==> src/rtl/core/tmq_pkg.sv <==
// shared types and constants of the typed message queue engine
`default_nettype none
package tmq_pkg;

  localparam int NUM_QUEUES  = 16;
  localparam int POOL_SLOTS  = 256;
  localparam int QIDX_W      = (NUM_QUEUES > 1) ? $clog2(NUM_QUEUES) : 1;
  localparam int SLOT_W      = (POOL_SLOTS > 1) ? $clog2(POOL_SLOTS) : 1;
  localparam int CNT_W       = $clog2(POOL_SLOTS + 1);
  localparam int CFG_IDX_W   = 2;
  localparam int CFG_DATA_W  = 20;

  localparam logic [19:0] DEF_LIMIT_RESET = 20'd16384;
  localparam logic [15:0] MAX_BYTES_RESET = 16'd8192;
  localparam logic [8:0]  MODE_MASK       = 9'h1FF;

  typedef enum logic [CFG_IDX_W-1:0] {
    CFG_DEFAULT_LIMIT = 2'd0,
    CFG_MAX_BYTES     = 2'd1
  } cfg_reg_e;

  typedef enum logic [2:0] {
    OP_GET     = 3'd0,
    OP_STAT    = 3'd1,
    OP_SET     = 3'd2,
    OP_REMOVE  = 3'd3,
    OP_SEND    = 3'd4,
    OP_RECEIVE = 3'd5
  } opcode_e;

  typedef enum logic [3:0] {
    ST_OK       = 4'd0,
    ST_BADQ     = 4'd1,
    ST_NOKEY    = 4'd2,
    ST_NOQ      = 4'd3,
    ST_BADSIZE  = 4'd4,
    ST_FULL     = 4'd5,
    ST_FULLWB   = 4'd6,
    ST_POOL     = 4'd7,
    ST_EMPTY    = 4'd8,
    ST_EMPTYWB  = 4'd9,
    ST_TOOLARGE = 4'd10,
    ST_UNKNOWN  = 4'd11
  } status_e;

  typedef enum logic [3:0] {
    S_IDLE, S_DEC, S_RM_RD, S_RM_WT, S_SCAN, S_TAIL_RD, S_TAIL_WT,
    S_RV_RD, S_RV_WT, S_RV_DONE, S_PREV_RD, S_PREV_WT, S_WB, S_FIN
  } state_t;

  typedef struct packed {
    logic              active;
    logic [31:0]       key;
    logic [8:0]        mode;
    logic [CNT_W-1:0]  count;
    logic [19:0]       bytes;
    logic [19:0]       limit;
    logic [SLOT_W-1:0] head;
    logic [SLOT_W-1:0] tail;
    logic [14:0]       sender;
    logic [14:0]       receiver;
  } queue_rec_t;

  localparam queue_rec_t REC_RESET = '{
    active: 1'b0, key: '0, mode: '0, count: '0, bytes: '0,
    limit: DEF_LIMIT_RESET, head: '0, tail: '0, sender: '0, receiver: '0
  };

  typedef struct packed {
    logic              en;
    logic [QIDX_W-1:0] idx;
    queue_rec_t        rec;
  } cell_wr_t;

  typedef struct packed {
    logic key_hit;
    logic free_hit;
  } link_t;

  typedef struct packed {
    logic [SLOT_W-1:0] next;
    logic [31:0]       mtype;
    logic [15:0]       size;
    logic [31:0]       handle;
  } slot_ent_t;

  typedef struct packed {
    status_e     status;
    logic [7:0]  result_queue;
    logic [31:0] got_type;
    logic [15:0] got_size;
    logic [31:0] got_handle;
    logic [8:0]  message_count;
    logic [19:0] byte_count;
    logic [19:0] byte_limit;
    logic [8:0]  mode_out;
    logic [14:0] last_sender;
    logic [14:0] last_receiver;
  } result_t;

endpackage
`default_nettype wire

==> src/rtl/core/tmq_cell.sv <==
// one queue table cell: holds a queue record and forms the key and free search chain
`default_nettype none
module tmq_cell
  import tmq_pkg::*;
(
  input  logic              clk,
  input  logic              rst_n,
  input  logic [QIDX_W-1:0] cell_idx,
  input  cell_wr_t          wr,
  input  logic [31:0]       search_key,
  input  link_t             chain_in,
  output link_t             chain_out,
  output link_t             first_out,
  output queue_rec_t        rec
);

  queue_rec_t rec_r;
  queue_rec_t rec_nxt;
  logic       key_hit;
  logic       free_hit;

  always_comb begin
    rec_nxt = rec_r;
    if (wr.en && (wr.idx == cell_idx)) begin
      rec_nxt = wr.rec;
    end
  end

  always_ff @(posedge clk) begin
    if (!rst_n) begin
      rec_r <= REC_RESET;
    end else begin
      rec_r <= rec_nxt;
    end
  end

  assign key_hit            = rec_r.active && (rec_r.key == search_key);
  assign free_hit           = !rec_r.active;
  assign chain_out.key_hit  = chain_in.key_hit | key_hit;
  assign chain_out.free_hit = chain_in.free_hit | free_hit;
  assign first_out.key_hit  = key_hit & !chain_in.key_hit;
  assign first_out.free_hit = free_hit & !chain_in.free_hit;
  assign rec                = rec_r;

endmodule
`default_nettype wire

==> config.mk <==
export PLATFORM = sky130hd
export DESIGN_NAME = tmq_cell
export DESIGN_NICKNAME = d
export VERILOG_FILES = /design/src/rtl/core/tmq_pkg.sv /design/src/rtl/core/tmq_cell.sv
export SDC_FILE = /design/constraint.sdc
export NUM_CORES = 1
export LEC_CHECK = 0
export BUFFER_PORTS_ARGS = -buffer_cell sky130_fd_sc_hd__buf_4
export CAP_MARGIN = 15
export CORE_MARGIN = 2
export CORE_UTILIZATION = 40
export CTS_BUF_LIST = sky130_fd_sc_hd__clkbuf_4 sky130_fd_sc_hd__clkbuf_8 sky130_fd_sc_hd__clkbuf_16
export CTS_CLUSTER_DIAMETER = 40
export DETAILED_ROUTE_END_ITERATION = 8
export GPL_TIMING_DRIVEN = 0
export PLACE_DENSITY = 0.76
export SLEW_MARGIN = 5
export SYNTH_ARGS = -nofsm -noshare
export SYNTH_HDL_FRONTEND = slang
export SYNTH_SLANG_ARGS = --single-unit
==> constraint.sdc <==
create_clock -name clk -period 1.4 [get_ports clk]
set_input_delay 0.21 -clock clk [delete_from_list [all_inputs] [get_ports clk]]
set_output_delay 0.21 -clock clk [all_outputs]
set_load 0.05 [all_outputs]
### Yosys cells after proc, flatten, opt, wreduce, memory -nomap -nowiden

Cells that the tools add are included.

* register bits: 137
* input bits: 182
* output and inout bits: 141
* logic and storage cells: 21

* eq/ne operators: 2
* bitwise operators: 4
* reductions and logical operators: 5

Operator list (count)
* 32-bit == test: 1
* 4-bit == test: 1
* 1-bit zero test: 3
* 1-bit bitwise AND: 2
* 1-bit logical AND: 2
* 1-bit bitwise OR: 2

### Longest topological paths before layout

Gate-level depths: netlist of run 1.

* depth in word-level cells: 3
* gate-level depth with buffers: 6
* mapped depth without buffers: 4

### Worst setup path before layout of run 1

No wires, ideal clock.

* path kind: reg2out
* from: reg rec_r (netlist bit rec[123])
* to: out first_out[1] (netlist name)
* data arrival time: 2.395 ns
* required time: 1.190 ns
* slack: -1.205 ns
* cell stages (with the launch flop): 5
* path buffers: 0
* cells stage by stage: dfxtp_1 xnor2_1 nand4_1 or4_4 nor4_2

RTL lines
* start, declared: RTL line tmq_cell.sv:17 `queue_rec_t rec_r;`
* start signal, assigned: RTL line tmq_cell.sv:33 `rec_r <= rec_nxt;`
* end, declared: RTL line tmq_cell.sv:13 `output link_t first_out,`

==> reports/results.ini, run 1 <==
[cells_and_area]
area_growth_pct = 59.4
largest_reg_flops = 137
layout.nets = 1208
drive_gt1_share_pct = 41.3
antenna_cells = 0

[pwr]
irDropWorstVdd_mv = 0.772
power_leakage_nw = 3.93
totalPowerFinal_mw = 10.4
p_per_area_mw_per_mm2 = 1110

[detailed_routing]
vias = 6416
wl_per_cell_um = 17.0
drc = 0
totalWireLength_um = 20800
dr.first_iter.drc_count = 352
antenna_left = 0
drtPass1Iterations = 5
via_per_inst = 5.25

[clock_network]
cts_hold_buf = 0
cts_buffer_depth = 2
clkLatencyLatePin_ps = 410
cts.htree.levels = 4
cts.reportedPaths.clkPinSlew_ps = 60
cts_tree = built
cts_root_buffer = clkbuf_16
numCtsBuffers = 17
numClockSinks = 137

[global_route]
overflow = 0
grt_max_degree = 17
grt_usage_pct = 25.7
grt_pass1_wl_um = 32300
antenna_found_initial = 0
first_global_vias = 6225

[synthesis]
synth_compound_area_share_pct = 29.1
yosysUniqueCellTypes = 20
syn_area_per_cell_um2 = 8.70
synthAdderAreaFrac_pct = 0
synthSimpleGateAreaFrac_pct = 13.6
synth_area_mm2 = 0.00591
syn_nets = 861
yosysWarnings = 0
muxShareOfSynthArea_pct = 0
yosysSeqAreaShare_pct = 46.4
synth-seq-cells = 137
synth_top_family_by_area = compound AO/OA/AOI/OAI gates
synth_xor_xnor_area_share_pct = 5.34
synthCells = 679

[die]
std_cell_rows = 44
start_util_pct = 40.8
fp.dieH_um = 126
dieArea_mm2 = 0.0158
fp.dieW_um = 126
ios = 323
core_region_area_mm2 = 0.0145

[timing]
hold_violations = 0
finalCritPeriodShare_pct = 156
setup_violations = 2
fmax_mhz = 459
slew_headroom_pct = 49.1
fin_crit_ps = 2180
rsz0062_at_grt = yes
maxSlewViolCount = 0
final.setup.tns_ps = -1550
tightest_slew_ps = 763
fin_worst_skew_ps = 0
layout_setup_ws_ps = -779

[place]
io_buffers = 321
place_hpwl_um = 15200
gp_congestion = 0.840

[worst_hold_path]
hp-start = wr[117]
hp-class = input pin to flop

[outcome]
status = complete, but fails checks
violations = negative setup slack

[job]
max_cap_viol_count = 0

[worst_setup_path]
critical_path_class = flop to output port
crit_fanout = 2
regToRegStartpoint = rec[119]
crit_required_ps = 1190
arrival_ps = 1970
critPathLaunch = rec[112]
cp-end-kind = output port
critical_path.startpoint_type = flop

-- per-layer routing --
layer,global-route usage (%),part of all wire (%),vias to the layer above,routed length [µm]
met5,0,0,-,0
met4,11.5,3.4,0,701
met3,8.86,8.4,51,1750
met2,43.8,50,259,10400
met1,29.0,38,2985,8000
li1,-,-,3121,-
-- per-stage QoR --
| stage | hold WS (ps) | util, % | instances | cell area (µm²) | setup slack (ps) |
|---|---|---|---|---|---|
| final | 41.5 | 65.1 | 1223 | 9420 | -779 |
| after global routing | 47.5 | 65.1 | 1223 | 9420 | -888 |
| after CTS | 21.2 | 64.8 | 1223 | 9380 | -866 |
| after detailed placement | 465 | 59.5 | 1184 | 8620 | -599 |
| after global placement | 464 | 59.5 | 1184 | 8620 | -590 |
| after floorplan | 346 | - | 679 | 5980 | -726 |
-- where the power goes --
group | internal [mW] | switching, mW
registers | 3.96 | 0.0488
logic | 0.661 | 0.927
clock network | 3.20 | 1.63
-- cell families (layout without fill, tap and decap cells) --
group / after synthesis / in the layout
AO/OA/AOI/OAI: 274 / 274
XOR/XNOR: 36 / 36
buffers and inverters: 76 / 436
flip-flops: 137 / 137
AND/OR/NAND/NOR: 156 / 156
-- synthesized netlist by cell type (all sizes together) --
master    n  share of area, %
a21boi  136                17
inv       1             0.063
nor4      5              0.64
and2      1              0.11
nor2      1             0.063
xor2     16               2.4
nand4     4              0.42
clkbuf   41               2.6
nand3   140                12
nand2b    1              0.11
xnor2    20               3.0
or4       1              0.19
dfxtp   137                46
o21ai   137                12
nand2     2              0.13
o31ai     1              0.21
buf      34               2.9
and3      1              0.11
-- critical path, cell delays in order, from the launching register on --
cell	delay, ps
dfxtp_4	350
xnor2_2	120
nand4_1	200
or4_4	510
o31ai_4	190
buf_6	180
-- placed cells by master, fill, tap and decap left out, types with 3 or more instances in the layout --
cell type,synthesis,final
dfxtp_2,0,4
dfxtp_4,0,13
nand4_1,4,4
xnor2_1,20,12
clkbuf_16,0,18
a21boi_0,122,122
clkbuf_1,41,38
clkbuf_2,0,3
bufinv_16,0,3
dfxtp_1,137,120
clkbuf_4,0,5
buf_2,34,32
clkbuf_8,0,5
nand3_1,140,140
o21ai_0,137,137
xor2_1,16,15
buf_4,0,326
xnor2_2,0,8
a21boi_1,14,14
-- layout make-up --
class / count / area, µm²
repair buffers: 328 / 2470
inverters: 1 / 3.75
multi-input cells: 466 / 2940
fillers: 1268 / 5060
clock buffers: 26 / 542
well taps: 184 / 230
plain buffers: 75 / 333
clock inverters: 6 / 108
flip-flops and latches: 137 / 2800
-- path summary, 6_finish.rpt --
check | to | slack (ps) | cells past startpoint
worst min register to register | rec[77] | 470 | 2
worst max-delay path | chain_out[1] | -780 | 5
worst min-delay path | rec[117] | 40 | 3
worst max register to register | rec[119] | 590 | 3
-- repair_timing --
item | in CTS | in global routing
buffers inserted | 7 | 0
setup endpoints to repair | 2 | 8
pin swaps | 11 | 11
resized for setup | 9 | 17
cloned | 0 | 0
No activity file was read; power rests on OpenSTA's default activity.
==> run 2, diff against run 1 <==
Settings changed: BUFFER_PORTS_ARGS -buffer_cell sky130_fd_sc_hd__buf_4 to -buffer_cell sky130_fd_sc_hd__buf_2.
==> run 2 against run 1 <==
Against the previous run:
- the flow still finishes with violations (negative setup slack)
- fmax fell by 1.4%
- largest power group unchanged
- non-clock buffer count is 1 lower
- critical path type unchanged
- largest cell class unchanged
- setup slack worse by 30 ps
==> reports/results.ini, run 2 (synthesis results as in run 1) <==
[cells_and_area]
area_growth_pct = 44.7
final_common_cell = buf_2
finalInstanceArea_mm2 = 0.00855  ; -9.2%
antenna_cells = 0  ; unchanged
nFillCells = 1350  ; +6.5%
largest_reg_flops = 137  ; unchanged
layout_common_cells = buf_2, nand3_1, o21ai_0
layout.nets = 1207  ; -0.083%
post-route-util_pct = 59.1  ; -6.0 points
drive_gt1_share_pct = 40.9  ; -0.38 points

[worst_setup_path]
cpPeakStageDelay_ps = 520  ; about the same
r2r_end = rec[114]
cp_cell_sequence = xnor2_2, nand4_1, or4_4, o31ai_4, buf_6
crit_required_ps = 1190  ; about the same
regToRegStartpoint = rec[114]
r2r_slack_ps = 590  ; about the same
slowest_stage = or4_4
arrival_ps = 2000  ; +30 ps
critical_path_class = flop to output port
cp-end-kind = output port
rr_worst_depth = 2  ; -1
crit_fanout = 2  ; unchanged
critical_path.startpoint_type = flop

[place]
gp_congestion = 0.870  ; +3.6%
place_ws_ps = -650  ; -51.1 ps
io_buffers = 321  ; unchanged
place_hpwl_um = 14600  ; -3.7%
placed_cell_area_mm2 = 0.00781  ; -9.3%

[clock_network]
cts_tree = built
numClockSinks = 137  ; unchanged
cts_root_buffer = clkbuf_16
cts.htree.levels = 4  ; unchanged
cts.reportedPaths.clkPinSlew_ps = 60  ; about the same
clkLatencyLatePin_ps = 400  ; about the same
numCtsBuffers = 17  ; unchanged
cts_hold_buf = 0  ; unchanged
cts_buffer_depth = 2  ; unchanged

[worst_hold_path]
hp-class = input pin to flop
hp-start = wr[117]
min_path_cells = 3  ; unchanged
hold_end = rec[117]

[global_route]
first_global_vias = 6020  ; -3.3%
overflow = 0  ; unchanged
grt_max_degree = 17  ; unchanged
grt_usage_pct = 24.1  ; -1.6 points
grt_pass1_wl_um = 30400  ; -6.0%
antenna_found_initial = 0  ; unchanged

[timing]
tightest_slew_ps = 722  ; -40.4 ps
slew_headroom_pct = 51.8  ; +2.7 points
timing.hold.ws_ps = 49.1  ; +7.58 ps
fin_crit_ps = 2210  ; +30.5 ps
rsz0062_at_grt = yes
finalCritPeriodShare_pct = 158  ; +2.2 points
fmax_mhz = 453  ; -1.4%
setup_violations = 2  ; unchanged
maxSlewViolCount = 0  ; unchanged
hold_violations = 0  ; unchanged
fin_worst_skew_ps = 0  ; unchanged
layout_setup_ws_ps = -810  ; -30.5 ps

[pwr]
irDropWorstVdd_mv = 0.753  ; -2.4%
combPwrFrac_pct = 14.5  ; -0.7 points
power_leakage_nw = 3.74  ; -4.9%
clockPowerShare_pct = 44.1  ; -2.3 points
p_sw_share_pct = 25.9  ; +0.87 points
switchingPower_mw = 2.50  ; -4.1%
power_frac_seq_pct = 41.4  ; +3.0 points
power.internal_mw = 7.16  ; -8.4%
p_per_area_mw_per_mm2 = 1130  ; +2.1%

[detailed_routing]
dr.first_iter.drc_count = 356  ; +1.1%
totalWireLength_um = 19800  ; -4.7%
drc = 0  ; unchanged
antenna_left = 0  ; unchanged
via_per_inst = 5.26  ; +0.21%
drtPass1Iterations = 5  ; unchanged
vias = 6403  ; -0.20%
wl_per_cell_um = 16.3  ; -4.3%

[die]
fp.dieW_um = 126  ; unchanged
dieArea_mm2 = 0.0158  ; unchanged
ios = 323  ; unchanged
fp.dieH_um = 126  ; unchanged
std_cell_rows = 44  ; unchanged
core_region_area_mm2 = 0.0145  ; unchanged
start_util_pct = 40.8  ; unchanged

[outcome]
status = complete, but fails checks
violations = negative setup slack

[job]
max_cap_viol_count = 0  ; unchanged

==> run 2: cell count changes in the layout (fill, tap and decap cells not counted), sizes merged <==
cell    before  now
bufinv       3    1
clkbuf      69   67
clkinv       2    1
==> run 2: layout make-up <==
class / instances / area, µm² / area share (%)
buffer: 75 / 325 / 3.80
clock buffer: 25 / 522 / 6.10
clock inverter: 3 / 42.5 / 0.498
inverter: 1 / 3.75 / 0.0439
multi-input combinational: 466 / 2960 / 34.6
sequential: 137 / 2800 / 32.7
tap: 184 / 230 / 2.69
timing repair buffer: 327 / 1670 / 19.5
==> run 2: power by group through the flow <==
stage	combinational (mW)	sequential (mW)	clock, mW
after CTS	1.39	4.00	4.34
final	1.40	4.00	4.26
after global routing	1.51	4.01	4.53
after floorplan	0.552	4.34	0
after global placement	1.36	4.08	0
after detailed placement	1.36	4.09	0
==> run 2: what timing repair did <==
action	CTS	global route
setup buffers	5	1
gates resized for setup	11	15
setup endpoints to repair	2	5
pin swaps	10	12
==> run 2: worst max path at each step <==
| stage | slack, ps | cells after the start | startpoint | endpoint |
|---|---|---|---|---|
| after floorplan | -730 | 4 | rec[134] | first_out[1] |
| after global placement | -640 | 5 | rec[123] | first_out[1] |
| after detailed placement | -650 | 5 | rec[123] | first_out[1] |
| after CTS | -870 | 5 | rec[123] | first_out[1] |
| after global routing | -900 | 5 | rec[108] | chain_out[1] |
| final | -810 | 5 | rec[112] | chain_out[1] |
==> run 2: layer usage <==
layer	track usage, %	wire [µm]
met5	0	0
met2	42.9	10200
met3	8.34	1560
met4	8.82	492
met1	26.5	7640
==> run 2: per-stage QoR <==
stage | instances | TNS (ps) | power [mW]
after CTS | 1217 | -1730 | 9.73
after detailed placement | 1184 | -24560 | 5.45
after global routing | 1218 | -1770 | 10.0
after floorplan | 679 | -1340 | 4.89
final | 1218 | -1610 | 9.66
after global placement | 1184 | -22110 | 5.45
==> run 2: critical path: cells and delay by family (launching register included) <==
kind	cells	cell delay (ps)
AOI/OAI and AO/OA	1	190
xor gates and xnor gates	1	120
buffers and inverters	1	180
DFF	1	350
and+or+nand+nor	2	740
