===== src/rtl/core/tmq_ram.sv =====
// generic single write port ram with registered read
`default_nettype none
module tmq_ram #(
  parameter int WIDTH = 8,
  parameter int DEPTH = 16,
  parameter int AW    = (DEPTH > 1) ? $clog2(DEPTH) : 1
) (
  input  logic             clk,
  input  logic             we,
  input  logic [AW-1:0]    waddr,
  input  logic [WIDTH-1:0] wdata,
  input  logic [AW-1:0]    raddr,
  output logic [WIDTH-1:0] rdata
);

  logic [WIDTH-1:0] mem_r [DEPTH];
  logic [WIDTH-1:0] rdata_r;

  always_ff @(posedge clk) begin
    if (we) begin
      mem_r[waddr] <= wdata;
    end
    rdata_r <= mem_r[raddr];
  end

  assign rdata = rdata_r;

endmodule
`default_nettype wire


===== config.mk =====
export PLATFORM = sky130hd
export DESIGN_NAME = tmq_ram
export DESIGN_NICKNAME = d
export VERILOG_FILES = /design/src/rtl/core/tmq_ram.sv
export SDC_FILE = /design/constraint.sdc
export NUM_CORES = 1
export LEC_CHECK = 0
export BUFFER_PORTS_ARGS = -buffer_cell sky130_fd_sc_hd__buf_2
export CAP_MARGIN = 5
export CORE_UTILIZATION = 55
export DETAILED_ROUTE_END_ITERATION = 10
export GPL_TIMING_DRIVEN = 1
export PLACE_DENSITY = 0.73
export SLEW_MARGIN = 30
export SYNTH_ARGS = -nofsm -noshare
export SYNTH_HDL_FRONTEND = slang
export SYNTH_SLANG_ARGS = --single-unit

===== constraint.sdc =====
create_clock -name clk -period 3.74 [get_ports clk]
set_clock_uncertainty 0.2 [all_clocks]
set_input_delay 0.187 -clock clk [delete_from_list [all_inputs] [get_ports clk]]
set_output_delay 0.187 -clock clk [all_outputs]
set_load 0.01 [all_outputs]

Yosys cells after proc, flatten, opt, wreduce, memory -nomap -nowiden:

Memories as Yosys holds them, arrays and structs flattened. A register that Yosys moved wholly into a read port is not among the register bits.
Cells that the tools add are included.

* flip-flop bits (word level): 0
* RAM bits: 128
* logic and storage cells: 3
* memories kept: 1

Memory list
* mem_r: words 16, width 8, read ports 1, clocked after Yosys merged registers in 1, wr ports 1, RTL line 16 `logic [WIDTH-1:0] mem_r [DEPTH];`

* mux-type cells: 2

Operators with widths (number)
* $mux W1: 2

Logic depth before layout (Yosys ltp):

Gate-level depths: netlist of the first run.

* depth in word-level cells: 2
* gate-level depth with buffers: 5
* depth with buffers taken out: 3

Least setup slack after synthesis of the first run:

No wires, ideal clock.

* kind: input to register
* from: input port waddr[2]
* to: memory mem_r[0][0], enable pin
* library setup time: 383 ps
* arrival: 1297 ps
* data required time: 3157 ps
* slack: 1860 ps
* stages on the path: 2
* buffers on the path: 0
* cells stage by stage: or3b_2 -> nor3_1

RTL lines
* from (decl): RTL line 10 `input logic [AW-1:0] waddr,`
* to (decl): RTL line 16

No word-level cell before the write port.

Worst setup path in the final report of the first run:

* from: input port waddr[1]
* to: memory mem_r[4][5], enable pin

No word-level cell before the write port.

==> results of run 1 <==
-- path summary, 6_finish.rpt --
| kind | startpoint | end | slack (ns) |
|---|---|---|---|
| worst max-delay path | waddr[1] | mem_r[4][5] | 1.82 |
| worst min-delay path | raddr[3] | rdata[3] | 0.08 |
| worst max register to register | mem_r[1][1] | rdata[1] | 2.17 |
| worst min register to register | mem_r[14][4] | rdata[4] | 0.48 |
-- cell usage after synthesis, drive strengths merged --
| library cell | number | area [um^2] |
|---|---|---|
| a22oi | 16 | 120 |
| and2 | 1 | 6.26 |
| and2b | 1 | 7.51 |
| buf | 7 | 56.3 |
| clkdlybuf4s25 | 3 | 30.0 |
| dfxtp | 8 | 160 |
| edfxtp | 128 | 3840 |
| mux4 | 32 | 773 |
| nand2 | 9 | 33.8 |
| nand2b | 2 | 12.5 |
| nand3 | 1 | 5.00 |
| nand3b | 2 | 15.0 |
| nor2 | 13 | 48.8 |
| nor2b | 1 | 6.26 |
| nor3 | 4 | 20.0 |
| or3b | 1 | 8.76 |
-- worst register-to-register path, stage by stage (launching register included) --
cell and delay (ns):
edfxtp_1 0.38, mux4_1 0.51, a22oi_1 0.26, nand2_1 0.10
-- logic make-up (layout without fill, tap and decap cells) --
| group | count (synthesis) | after routing | share of synthesized area, % |
|---|---|---|---|
| simple gates | 35 | 35 | 3.18 |
| mux | 32 | 32 | 15.0 |
| flops | 136 | 136 | 77.8 |
| buf+inv | 10 | 71 | 1.68 |
| compound gates | 16 | 16 | 2.33 |
-- metal layers --
layer	up-vias	share of wire, %	track usage (%)	wire length, um
li1	1075	-	-	-
met1	1247	42	30.5	3980
met2	108	51	33.2	4810
met3	14	5.8	6.03	548
met4	0	1.8	9.18	174
met5	-	0	0	0
-- sequential cells by signal, indices dropped and copies added (netlist names) --
signal	count
mem_r	128
rdata	8
-- where the power goes --
group          switching [mW]  internal, mW  total [mW]
registers             0.00909          1.70        1.71
logic                  0.0917        0.0688       0.161
clock network           0.592         0.937        1.53
total                   0.692          2.71        3.40
-- metrics by stage --
step / worst slack (ns) / instances
after global placement: 1.37 / 355
after global routing: 1.74 / 398
after detailed placement: 1.38 / 355
after floorplan: 1.86 / 229
final: 1.82 / 398
after CTS: 1.76 / 398
-- area by class of cell --
type	instances	area, um^2
fill	566	2870
tap	108	135
clock inverter	14	134
timing repair buffer	39	258
sequential	136	4000
clock buffer	18	418
multi-input combinational	83	1070
-- cell usage in the layout, fill, tap and decap left out, drive strengths merged --
master and n:
nor2b 1, buf 28, dfxtp 8, nor3 4, nor2 13, and2 1, clkinv 7, edfxtp 128
bufinv 2, and2b 1, clkinvlp 5, nand2b 2, nand2 9, mux4 32, dlygate4sd3 11, a22oi 16
nand3 1, nand3b 2, clkbuf 18, or3b 1
-- what timing repair did --
action                                 in CTS  in global routing
resized for setup                           0                  0
endpoints found under the hold margin     148                  0
hold buffers                               11                  0
==> impl_results.md, run 1 <==
- Chip Width: 98.7 um
- Crit-path max cell delay: 0.72 ns
- RSZ-0062 raised after global routing: no
- Drt first-iter violations: 214
- Worst hold slack: approximately 0.080 ns
- Synthesis-stage register bit count: approximately 140
- Slowest stage cell, crit path: dlygate4sd3_1
- Crit-path cells: dlygate4sd3_1 -> buf_2 -> nor3_1 -> dlygate4sd3_1
- HPWL Detailed: 5720 um
- Mapped Area: 0.00515 mm^2
- Crit-path max FO: 7
- Antenna cells: 0
- Post-Synthesis Cells: around 230
- Fin crit period: 1.92 ns
- Crit path arrival time: 1.92 ns
- Cell count along the critical path: 4
- Drt pass-1 iters: 4
- Mean Syn Cell Area: 22.5 um^2
- Period Utilization, post-route: around half
- Most used cell, CP: dlygate4sd3_1
- Synth warn: 0
- Worst path required time: 3.74 ns
- Core Area: 0.00889 mm^2
- Worst Setup End Kind: flop
- Post-route cell area: 0.00602 mm^2
- Post-placement cell area: 0.00535 mm^2
- Outcome: finished clean
- Nets: ~300
- Top delay family on crit path: buffers and inverters
- CTS tree: built
- Vias in the first global route: 2499
- Initial core utilization: 57.9%
- Synth-to-layout area growth: 17.0%
- Worst hold path class: in -> reg
- Max Cap Viol: 0
- CP Class: in -> reg
- Sink Count: 136
- Gr usage total: 21.9%
- Die height: 98.7 um
- Peak VDD IR: 0.284 mV
- Worst-Margin Slew: 0.956 ns
- Power per cell area: 565 mW/mm^2
- Clock Path Buffers: 2
- IO Pins: 26
- Grt total ovfl: 0
- Worst-path clk slew: 0.06 ns
- DR WL/cell: 23.9 um
- Hold Vio Cnt, Final: 0
- Syn_nets: 247
- Setup_tns: 0 ns
- Buffers and inverters on the worst path: 3
- Port bufs: 25
- Fmax: 521 MHz
- Post-Route WL: 9520 um
- First-pass GRT wire length: 14800 um
- Htree depth: 4
- Rel. slew slack: 36.0%
- Final setup vio count: 0
- Part of the Yosys area used for sequential elements: 77.8%
- DR vias: about 2400
- Final Max Slew Viols: 0
- CTS buffer count: 17
- Worst Setup Start Kind: input pin
- Post-CTS Setup Repair Bufs: 0
- Initial antenna violation count: 0
- Routability Congestion: 0.721
- Leakage Power: 2.02 nW
- Number of vias per cell: 6.14
- Tot Pwr: 3.40 mW
- # DRC: 0
- Clock Latency Late Sink: approximately 0.51 ns
- Worst Hold Depth: 4
- CTS root buf: clkbuf_8
- Routed Antenna Nets: 0
- Distinct cells, synth: 19
- Num rows: 34
- Reg2Reg Depth: 3
- Proportion of layout cells with a drive suffix above 1: 27.6%
- Final design utilization: 67.7%
- Die ar.: slightly below 0.01 mm^2
- Largest net degree at the start of global routing: 33
(Power assumes the default switching activity.)
==> inputs of run 2 (changes only) <==
--- a/config.mk
+++ b/config.mk
@@ -5,12 +5,13 @@
 export SDC_FILE = /design/constraint.sdc
 export NUM_CORES = 1
 export LEC_CHECK = 0
+export ABC_AREA = 1
 export BUFFER_PORTS_ARGS = -buffer_cell sky130_fd_sc_hd__buf_2
 export CAP_MARGIN = 5
 export CORE_UTILIZATION = 55
 export DETAILED_ROUTE_END_ITERATION = 10
 export GPL_TIMING_DRIVEN = 1
-export PLACE_DENSITY = 0.73
+export PLACE_DENSITY = 0.75
 export SLEW_MARGIN = 30
 export SYNTH_ARGS = -nofsm -noshare
 export SYNTH_HDL_FRONTEND = slang
==> constraint.sdc (replaced) <==
create_clock -name clk -period 1.7 [get_ports clk]
set_clock_uncertainty 0.2 [all_clocks]
set_input_delay 0.085 -clock clk [delete_from_list [all_inputs] [get_ports clk]]
set_output_delay 0.085 -clock clk [all_outputs]
set_load 0.01 [all_outputs]
==> run 2 against run 1 <==
Net effect: synthesized cell count increased by 140%; die area increased by 12%; combinational power increased to 3.1 times the previous value; non-clock buffer count increased by 21; critical endpoint is now rdata[6]; register-to-register slack got worse by 1.7 ns; global-route usage increased by 4.2 points; setup slack got worse by 1.4 ns; first-iteration DRC count increased by 36%; sequential power increased by 120%; sequential cell count unchanged; total power increased by 140%.
==> impl_results.md, run 2 <==
- Sequential power share: 46.9% (was 50.4%)
- Antenna cells: 0 (unchanged)
- Vias in the first global route: 3964 (was 2499)
- Outcome: finished clean (unchanged)
- Post-CTS Setup Repair Bufs: 0 (unchanged)
- Top post-synthesis cells by area: edfxtp_1 67%, nand2_1 11%, nand3_1 8.4% (was edfxtp_1 75%, mux4_2 7.9%, mux4_1 7.1%)
- Leakage Power: 2.99 nW (was 2.02 nW)
- DR WL/cell: 17.4 um (was 23.9 um)
- Chip Width: 104 um (was 98.7 um)
- Switch share: 21.8% (was 20.4%)
- Internal Power: 6.30 mW (was 2.71 mW)
- Area leader, netlist: edfxtp_1 (unchanged)
- Final Max Slew Viols: 0 (unchanged)
- # DRC: 0 (unchanged)
- Core Area: 0.0102 mm^2 (was 0.00889 mm^2)
- HPWL Detailed: 7740 um (was 5720 um)
- Syn_nets: 569 (was 247)
- CP Class: reg -> out (was in -> reg)
- Worst Setup End Kind: output port (was flop)
- Worst Setup Start Kind: flop (was input pin)
- Max reg flops: 128 (unchanged)
- Distinct cells, synth: 12 (was 19)
- Largest Register: mem_r (unchanged)
- Largest net degree at the start of global routing: 65 (was 33)
- CTS root buf: clkbuf_8 (unchanged)
- Proportion of layout cells with a drive suffix above 1: 12.8% (was 27.6%)
- Crit-path cells: buf_2 (was dlygate4sd3_1 -> buf_2 -> nor3_1 -> dlygate4sd3_1)
- Crit-path max FO: 1 (was 7)
- Post-Synthesis Cells: 551 (was 229)
- Routability Congestion: 0.853 (was 0.721)
- Worst hold slack: 0.0463 ns (was 0.0801 ns)
- Initial core utilization: 56.4% (was 57.9%)
- Setup_tns: 0 ns (unchanged)
- Routed Antenna Nets: 0 (unchanged)
- Sink Count: 136 (unchanged)
- Slowest stage cell, crit path: dfxtp_1 (was dlygate4sd3_1)
- Crit path arrival time: 1.03 ns (was 1.92 ns)
- Synth async-reset ratio: 0% (unchanged)
- # resized after CTS: 0 (unchanged)
- CTS tree: built (unchanged)
- Period Utilization, post-route: 77.2%
- Most Used Layer, Global Route: met2 (unchanged)
- Commonest cells after routing, fill and taps aside: 173 x nand2_1, 128 x edfxtp_1, 100 x inv_1 (was 128 x edfxtp_1, 25 x buf_2, 18 x mux4_2)
- Clock Power Share: 47.0% (was 44.9%)
- Worst hold path class: in -> reg (unchanged)
- Synthesis-stage register bit count: 136 (unchanged)
- DR vias: 3944 (was 2444)
- Drt first-iter violations: 291 (was 214)
- Nets: 624 (was 295)
- Top delay family on crit path: flip-flops (was buffers and inverters)
- Clock Latency Late Sink: 0.52 ns (was 0.51 ns)
- Number of vias per cell: 5.23 (was 6.14)
- Routing usage on met2: 43.8% (was 33.2%)
- Max Cap Viol: 0 (unchanged)
- Ys flop type: edfxtp_1 (unchanged)
- Mapped Area: 0.00577 mm^2 (was 0.00515 mm^2)
- Peak VDD IR: 0.776 mV (was 0.284 mV)
- Final setup vio count: 0 (unchanged)
- Fin crit period: ~1.3 ns
- Synth-to-layout area growth: 18.6% (was 17.0%)
- Synth warn: 0 (unchanged)
- First-pass GRT wire length: 20500 um (was 14800 um)
- Mean Syn Cell Area: 10.5 um^2 (was 22.5 um^2)
- Rel. slew slack: 73.2% (was 36.0%)
- Num rows: 37 (was 34)
- Die height: 104 um (was 98.7 um)
- IO Pins: 26 (unchanged)
- Power per cell area: 1180 mW/mm^2 (was 565 mW/mm^2)
- Gr usage total: 26.0% (was 21.9%)
- Part of the Yosys area used for sequential elements: 69.4% (was 77.8%)
- Yosys top cell area share: 66.7% (was 74.7%)
- Worst-path clk slew: 0.06 ns (about the same)
- Port bufs: 25 (unchanged)
- Fillcell total: 743 (was 566)
- Hold Vio Cnt, Final: 0 (unchanged)
- Commonest non-fill, non-tap cell in the layout: nand2_1 (was edfxtp_1)
- Gate power share: 6.2% (was 4.7%)
- RSZ-0062 raised after global routing: no (unchanged)
- Grt total ovfl: 0 (unchanged)
- Worst path required time: 1.41 ns (was 3.74 ns)
- Fmax: 762 MHz
- Initial antenna violation count: 0 (unchanged)
- CTS buffer count: 17 (unchanged)
- Buffers and inverters on the worst path: 1 (was 3)
- Clock Path Buffers: 2 (unchanged)
- Htree depth: 4 (unchanged)
- Multi-input gate area: 0.00121 mm^2 (was 0.00107 mm^2)
- Synth top cells by count: 173 x nand2_1, 128 x edfxtp_1, 100 x inv_1 (was 128 x edfxtp_1, 18 x mux4_2, 16 x a22oi_1)
- Die ar.: 0.0109 mm^2 (was 0.00975 mm^2)
- Drt pass-1 iters: 5 (was 4)
- Sequential standard cell area: 0.00400 mm^2 (unchanged)
- Worst-Margin Slew: 0.402 ns (was 0.956 ns)
- Crit-path max cell delay: 0.36 ns (was 0.72 ns)
- EDFF count, synth: 128 (unchanged)
- Post-Route WL: 13100 um (was 9520 um)
- GR met1 Demand/Resource: 32.1% (was 30.5%)
- Switching power: 1.75 mW (was 0.692 mW)
- Met3 usage: 6.95% (was 6.03%)
- Most common cell in the netlist: nand2_1 (was edfxtp_1)
-- run 2: metal layers --
metal	up-vias	wire length, um
met5	-	0
met4	0	256
met3	24	913
met2	158	6810
met1	1876	5160
li1	1886	-
-- run 2: what timing repair did --
item	CTS	global route
setup endpoints to repair	0	1
hold buffers	14	0
hold endpoints to repair	144	0
-- run 2: worst min-delay path, cell delays in order --
cell	delay (ns)
buf_2	0.12
nand3b_1	0.16
nor2_1	0.06
buf_4	0.17
-- run 2: layout make-up --
class                   instances  share of cell area, %
flip-flops and latches        136                   58.5
clock buffers                  17                   6.06
repair buffers                 60                   6.70
multi-input cells             289                   17.7
well taps                     136                   2.49
clock inverters                14                   2.87
inverters                     102                   5.60
-- run 2: final timing paths --
check | startpoint | endpoint | slack [ns] | depth (start not counted)
worst min register to register | mem_r[13][5] | rdata[5] | 0.47 | 6
worst min-delay path | waddr[2] | mem_r[5][4] | 0.05 | 4
worst max register to register | mem_r[2][7] | rdata[7] | 0.43 | 6
worst max-delay path | rdata[6] | rdata[6] | 0.39 | 1
-- run 2: logic make-up after synthesis --
kind of cell | Yosys count | synth area share, %
DFF | 136 | 69.4
buffers and inverters | 126 | 9.52
and+or+nand+nor | 289 | 21.0
-- run 2: stage by stage --
stage / setup slack [ns] / power [mW] / utilization, % / std cells / area, um^2
6_report: 0.388 / 8.05 / 66.8 / 754 / 6840
5_1_grt: 0.356 / 8.29 / 66.8 / 754 / 6840
4_1_cts: 0.0593 / 8.10 / 66.9 / 755 / 6850
3_5_place_dp: 0.300 / 4.31 / 59.6 / 710 / 6100
3_3_place_gp: 0.311 / 4.29 / 59.6 / 710 / 6100
2_1_floorplan: 0.464 / 4.11 / - / 551 / 5770
-- run 2: power by group through the flow --
| stage | logic [mW] | clock network [mW] | registers [mW] |
|---|---|---|---|
| finish | 0.496 | 3.78 | 3.77 |
| global route | 0.545 | 3.97 | 3.78 |
| CTS | 0.498 | 3.83 | 3.77 |
| detailed placement | 0.468 | 0 | 3.84 |
| global placement | 0.451 | 0 | 3.84 |
| floorplan | 0.264 | 0 | 3.85 |
==> inputs of run 3 (changes only) <==
--- a/config.mk
+++ b/config.mk
@@ -11,7 +11,7 @@
 export CORE_UTILIZATION = 55
 export DETAILED_ROUTE_END_ITERATION = 10
 export GPL_TIMING_DRIVEN = 1
-export PLACE_DENSITY = 0.75
+export PLACE_DENSITY = 0.72
 export SLEW_MARGIN = 30
 export SYNTH_ARGS = -nofsm -noshare
 export SYNTH_HDL_FRONTEND = slang
==> constraint.sdc (replaced) <==
create_clock -name clk -period 1.3 [get_ports clk]
set_clock_uncertainty 0.2 [all_clocks]
set_input_delay 0.065 -clock clk [delete_from_list [all_inputs] [get_ports clk]]
set_output_delay 0.065 -clock clk [all_outputs]
set_load 0.01 [all_outputs]
==> run 3 against run 2 <==
Net effect: non-clock buffer count is 7 higher; sequential cell count stayed put; global-route usage is 0.40 points lower; sequential share of layout area is 0.97 points lower; worst hold slack worse by 0.027 ns; first-iteration DRC count is 7.2% higher; sequential power is 31% higher; routed wire length is 2.5% lower; critical path type is now in -> reg; critical endpoint is now mem_r[7][3].
==> impl_results.md, run 3 (synthesis gave the netlist of run 2 again) <==
- # DRC: 0 (unchanged)
- Buffers and inverters on the worst path: 3 (was 1)
- Initial core utilization: 56.4% (unchanged)
- Max reg flops: 128 (unchanged)
- Commonest cells after routing, fill and taps aside: 173 x nand2_1, 128 x edfxtp_1, 100 x inv_1 (unchanged)
- Rel. slew slack: 74.9% (was 73.2%)
- Post-CTS Setup Repair Bufs: 0 (unchanged)
- Fmax: slightly below 800 MHz
- Max Cap Viol: 0 (unchanged)
- Drt first-iter violations: 312 (was 291)
- Crit-path max cell delay: 0.53 ns (was 0.36 ns)
- Antenna cells: 0 (unchanged)
- Crit path arrival time: 1.30 ns (was 1.03 ns)
- HPWL Detailed: 7860 um (was 7740 um)
- Sink Count: 136 (unchanged)
- Final setup vio count: 0 (unchanged)
- Leakage Power: 3.04 nW (was 2.99 nW)
- Tot Pwr: 10.6 mW (was 8.05 mW)
- IO Pins: 26 (unchanged)
- Num rows: 37 (unchanged)
- Routed Antenna Nets: 0 (unchanged)
- Chip Width: 104 um (unchanged)
- Largest Register: mem_r (unchanged)
- Slowest stage cell, crit path: dlygate4sd3_1 (was dfxtp_1)
- DR vias: 4001 (was 3944)
- Period Utilization, post-route: 97.5%
- Power per cell area: 1530 mW/mm^2 (was 1180 mW/mm^2)
- CTS buffer count: 17 (unchanged)
- Crit-path max FO: 8 (was 1)
- First-pass GRT wire length: 20400 um (was 20500 um)
- Gr usage total: 25.6% (was 26.0%)
- Core Area: 0.0102 mm^2 (unchanged)
- DR WL/cell: 16.8 um (was 17.4 um)
- Nets: 631 (was 624)
- Largest net degree at the start of global routing: 47 (was 65)
- Fin crit period: between 1 and 1.5 ns
- Final Max Slew Viols: 0 (unchanged)
- Drt pass-1 iters: 5 (unchanged)
- CP Class: in -> reg (was reg -> out)
- Post-Route WL: 12800 um (was 13100 um)
- Commonest non-fill, non-tap cell in the layout: nand2_1 (unchanged)
- Peak VDD IR: 0.884 mV (was 0.776 mV)
- CTS tree: built (unchanged)
- Worst Setup Start Kind: input pin (was flop)
- Hold wc startpoint: waddr[0] (was waddr[2])
- Port bufs: 25 (unchanged)
- Worst Setup End Kind: flop (was output port)
- Htree depth: 4 (unchanged)
- Clock Path Buffers: 2 (unchanged)
- Worst-path clk slew: 0.06 ns (about the same)
- Proportion of layout cells with a drive suffix above 1: 13.4% (was 12.8%)
- Worst-Margin Slew: 0.377 ns (was 0.402 ns)
- Fillcell total: 723 (was 743)
- Cells after DPL: 715 (was 710)
- Reg2Reg Depth: 6 (unchanged)
- R2R Path End: rdata[3] (was rdata[7])
- Post-placement cell area: 0.00616 mm^2 (was 0.00610 mm^2)
- Initial antenna violation count: 0 (unchanged)
- Hold EP: mem_r[3][1] (was mem_r[5][4])
- Die ar.: 0.0109 mm^2 (unchanged)
- Grt total ovfl: 0 (unchanged)
- Routability Congestion: 0.884 (was 0.853)
- Fin worst setup slack: 0.0322 ns (was 0.388 ns)
- Number of vias per cell: 5.25 (was 5.23)
- RR Startpoint: mem_r[5][3] (was mem_r[2][7])
- Crit-path cells: dlygate4sd3_1 -> buf_2 -> nand3b_1 -> nor2_1 -> buf_4 (was buf_2)
- Clock Latency Late Sink: 0.53 ns (was 0.52 ns)
- Hold Vio Cnt, Final: 0 (unchanged)
- Worst hold path class: in -> reg (unchanged)
- Top delay family on crit path: buffers and inverters (was flip-flops)
- Synth-to-layout area growth: 20.7% (was 18.6%)
- Worst path required time: 1.33 ns (was 1.41 ns)
- Worst Hold Depth: 4 (unchanged)
- Non-Filler Instances: 762 (was 754)
- CTS root buf: clkbuf_8 (unchanged)
- RSZ-0062 raised after global routing: yes (was no)
- Post-route cell area: 0.00696 mm^2 (was 0.00684 mm^2)
- R2R setup slack: 0.07 ns (was 0.43 ns)
- Die height: 104 um (unchanged)
- Worst slack, placed: -0.0153 ns (was 0.300 ns)
- Outcome: finished clean (unchanged)
- Vias in the first global route: 3894 (was 3964)
run 3: changes by cell type in the layout (fill, tap and decap cells not counted), sizes merged:
| cell | before | now |
|---|---|---|
| buf | 47 | 51 |
| inv | 106 | 102 |
| clkbuf | 17 | 18 |
| bufinv | 4 | 5 |
| clkinv | 4 | 7 |
| dlygate4sd3 | 13 | 16 |
run 3: routing by layer:
| metal | GRT usage [%] | vias up | wire (um) |
|---|---|---|---|
| met1 | 32.1 | 1904 | 5040 |
| met4 | 10.3 | 0 | 279 |
| met5 | 0 | - | 0 |
| met3 | 5.83 | 22 | 1010 |
| li1 | - | 1900 | - |
| met2 | 43.1 | 175 | 6480 |
run 3: timing repair:
item	CTS	global route
endpoints found under the hold margin	168	0
hold buffers	16	0
pin swaps	0	1
gates resized for setup	2	5
setup endpoints to repair	2	62
run 3: power by group:
part / switching, mW / internal (mW)
clock network: 1.75 / 3.29
registers: 0.0294 / 4.90
logic: 0.436 / 0.236
run 3: tightest hold or removal path, delay by kind of cell:
kind / cells / cell delay (ns)
simple gates: 2 / 0.26
buf+inv: 2 / 0.28
run 3: worst max-delay path by stage:
stage / start / endpoint / slack (ns) / cells after the start
finish: waddr[3] / mem_r[7][3] / 0.03 / 5
global route: waddr[3] / mem_r[4][4] / -0.03 / 5
CTS: raddr[1] / rdata[4] / 0.005 / 8
detailed placement: raddr[0] / rdata[5] / -0.02 / 8
global placement: raddr[0] / rdata[5] / 0.01 / 8
floorplan: waddr[3] / mem_r[4][0] / 0.08 / 2
run 3: final cells by class:
type                    instances  area (um^2)  share of cell area (%)
flip-flops and latches        136         4010                    57.6
multi-input cells             289         1210                    17.4
repair buffers                 67          561                    8.05
clock buffers                  18          418                    6.01
inverters                     102          385                    5.54
clock inverters                14          205                    2.95
well taps                     136          170                    2.45
run 3: through the flow:
stage,setup TNS [ns],hold slack [ns],util (%)
after floorplan,0,-0.0361,-
after global placement,0,0.246,60.2
after detailed placement,-0.0194,0.248,60.2
after CTS,0,0.00499,67.9
after global routing,-0.400,0.0315,68.0
final,0,0.0195,68.0
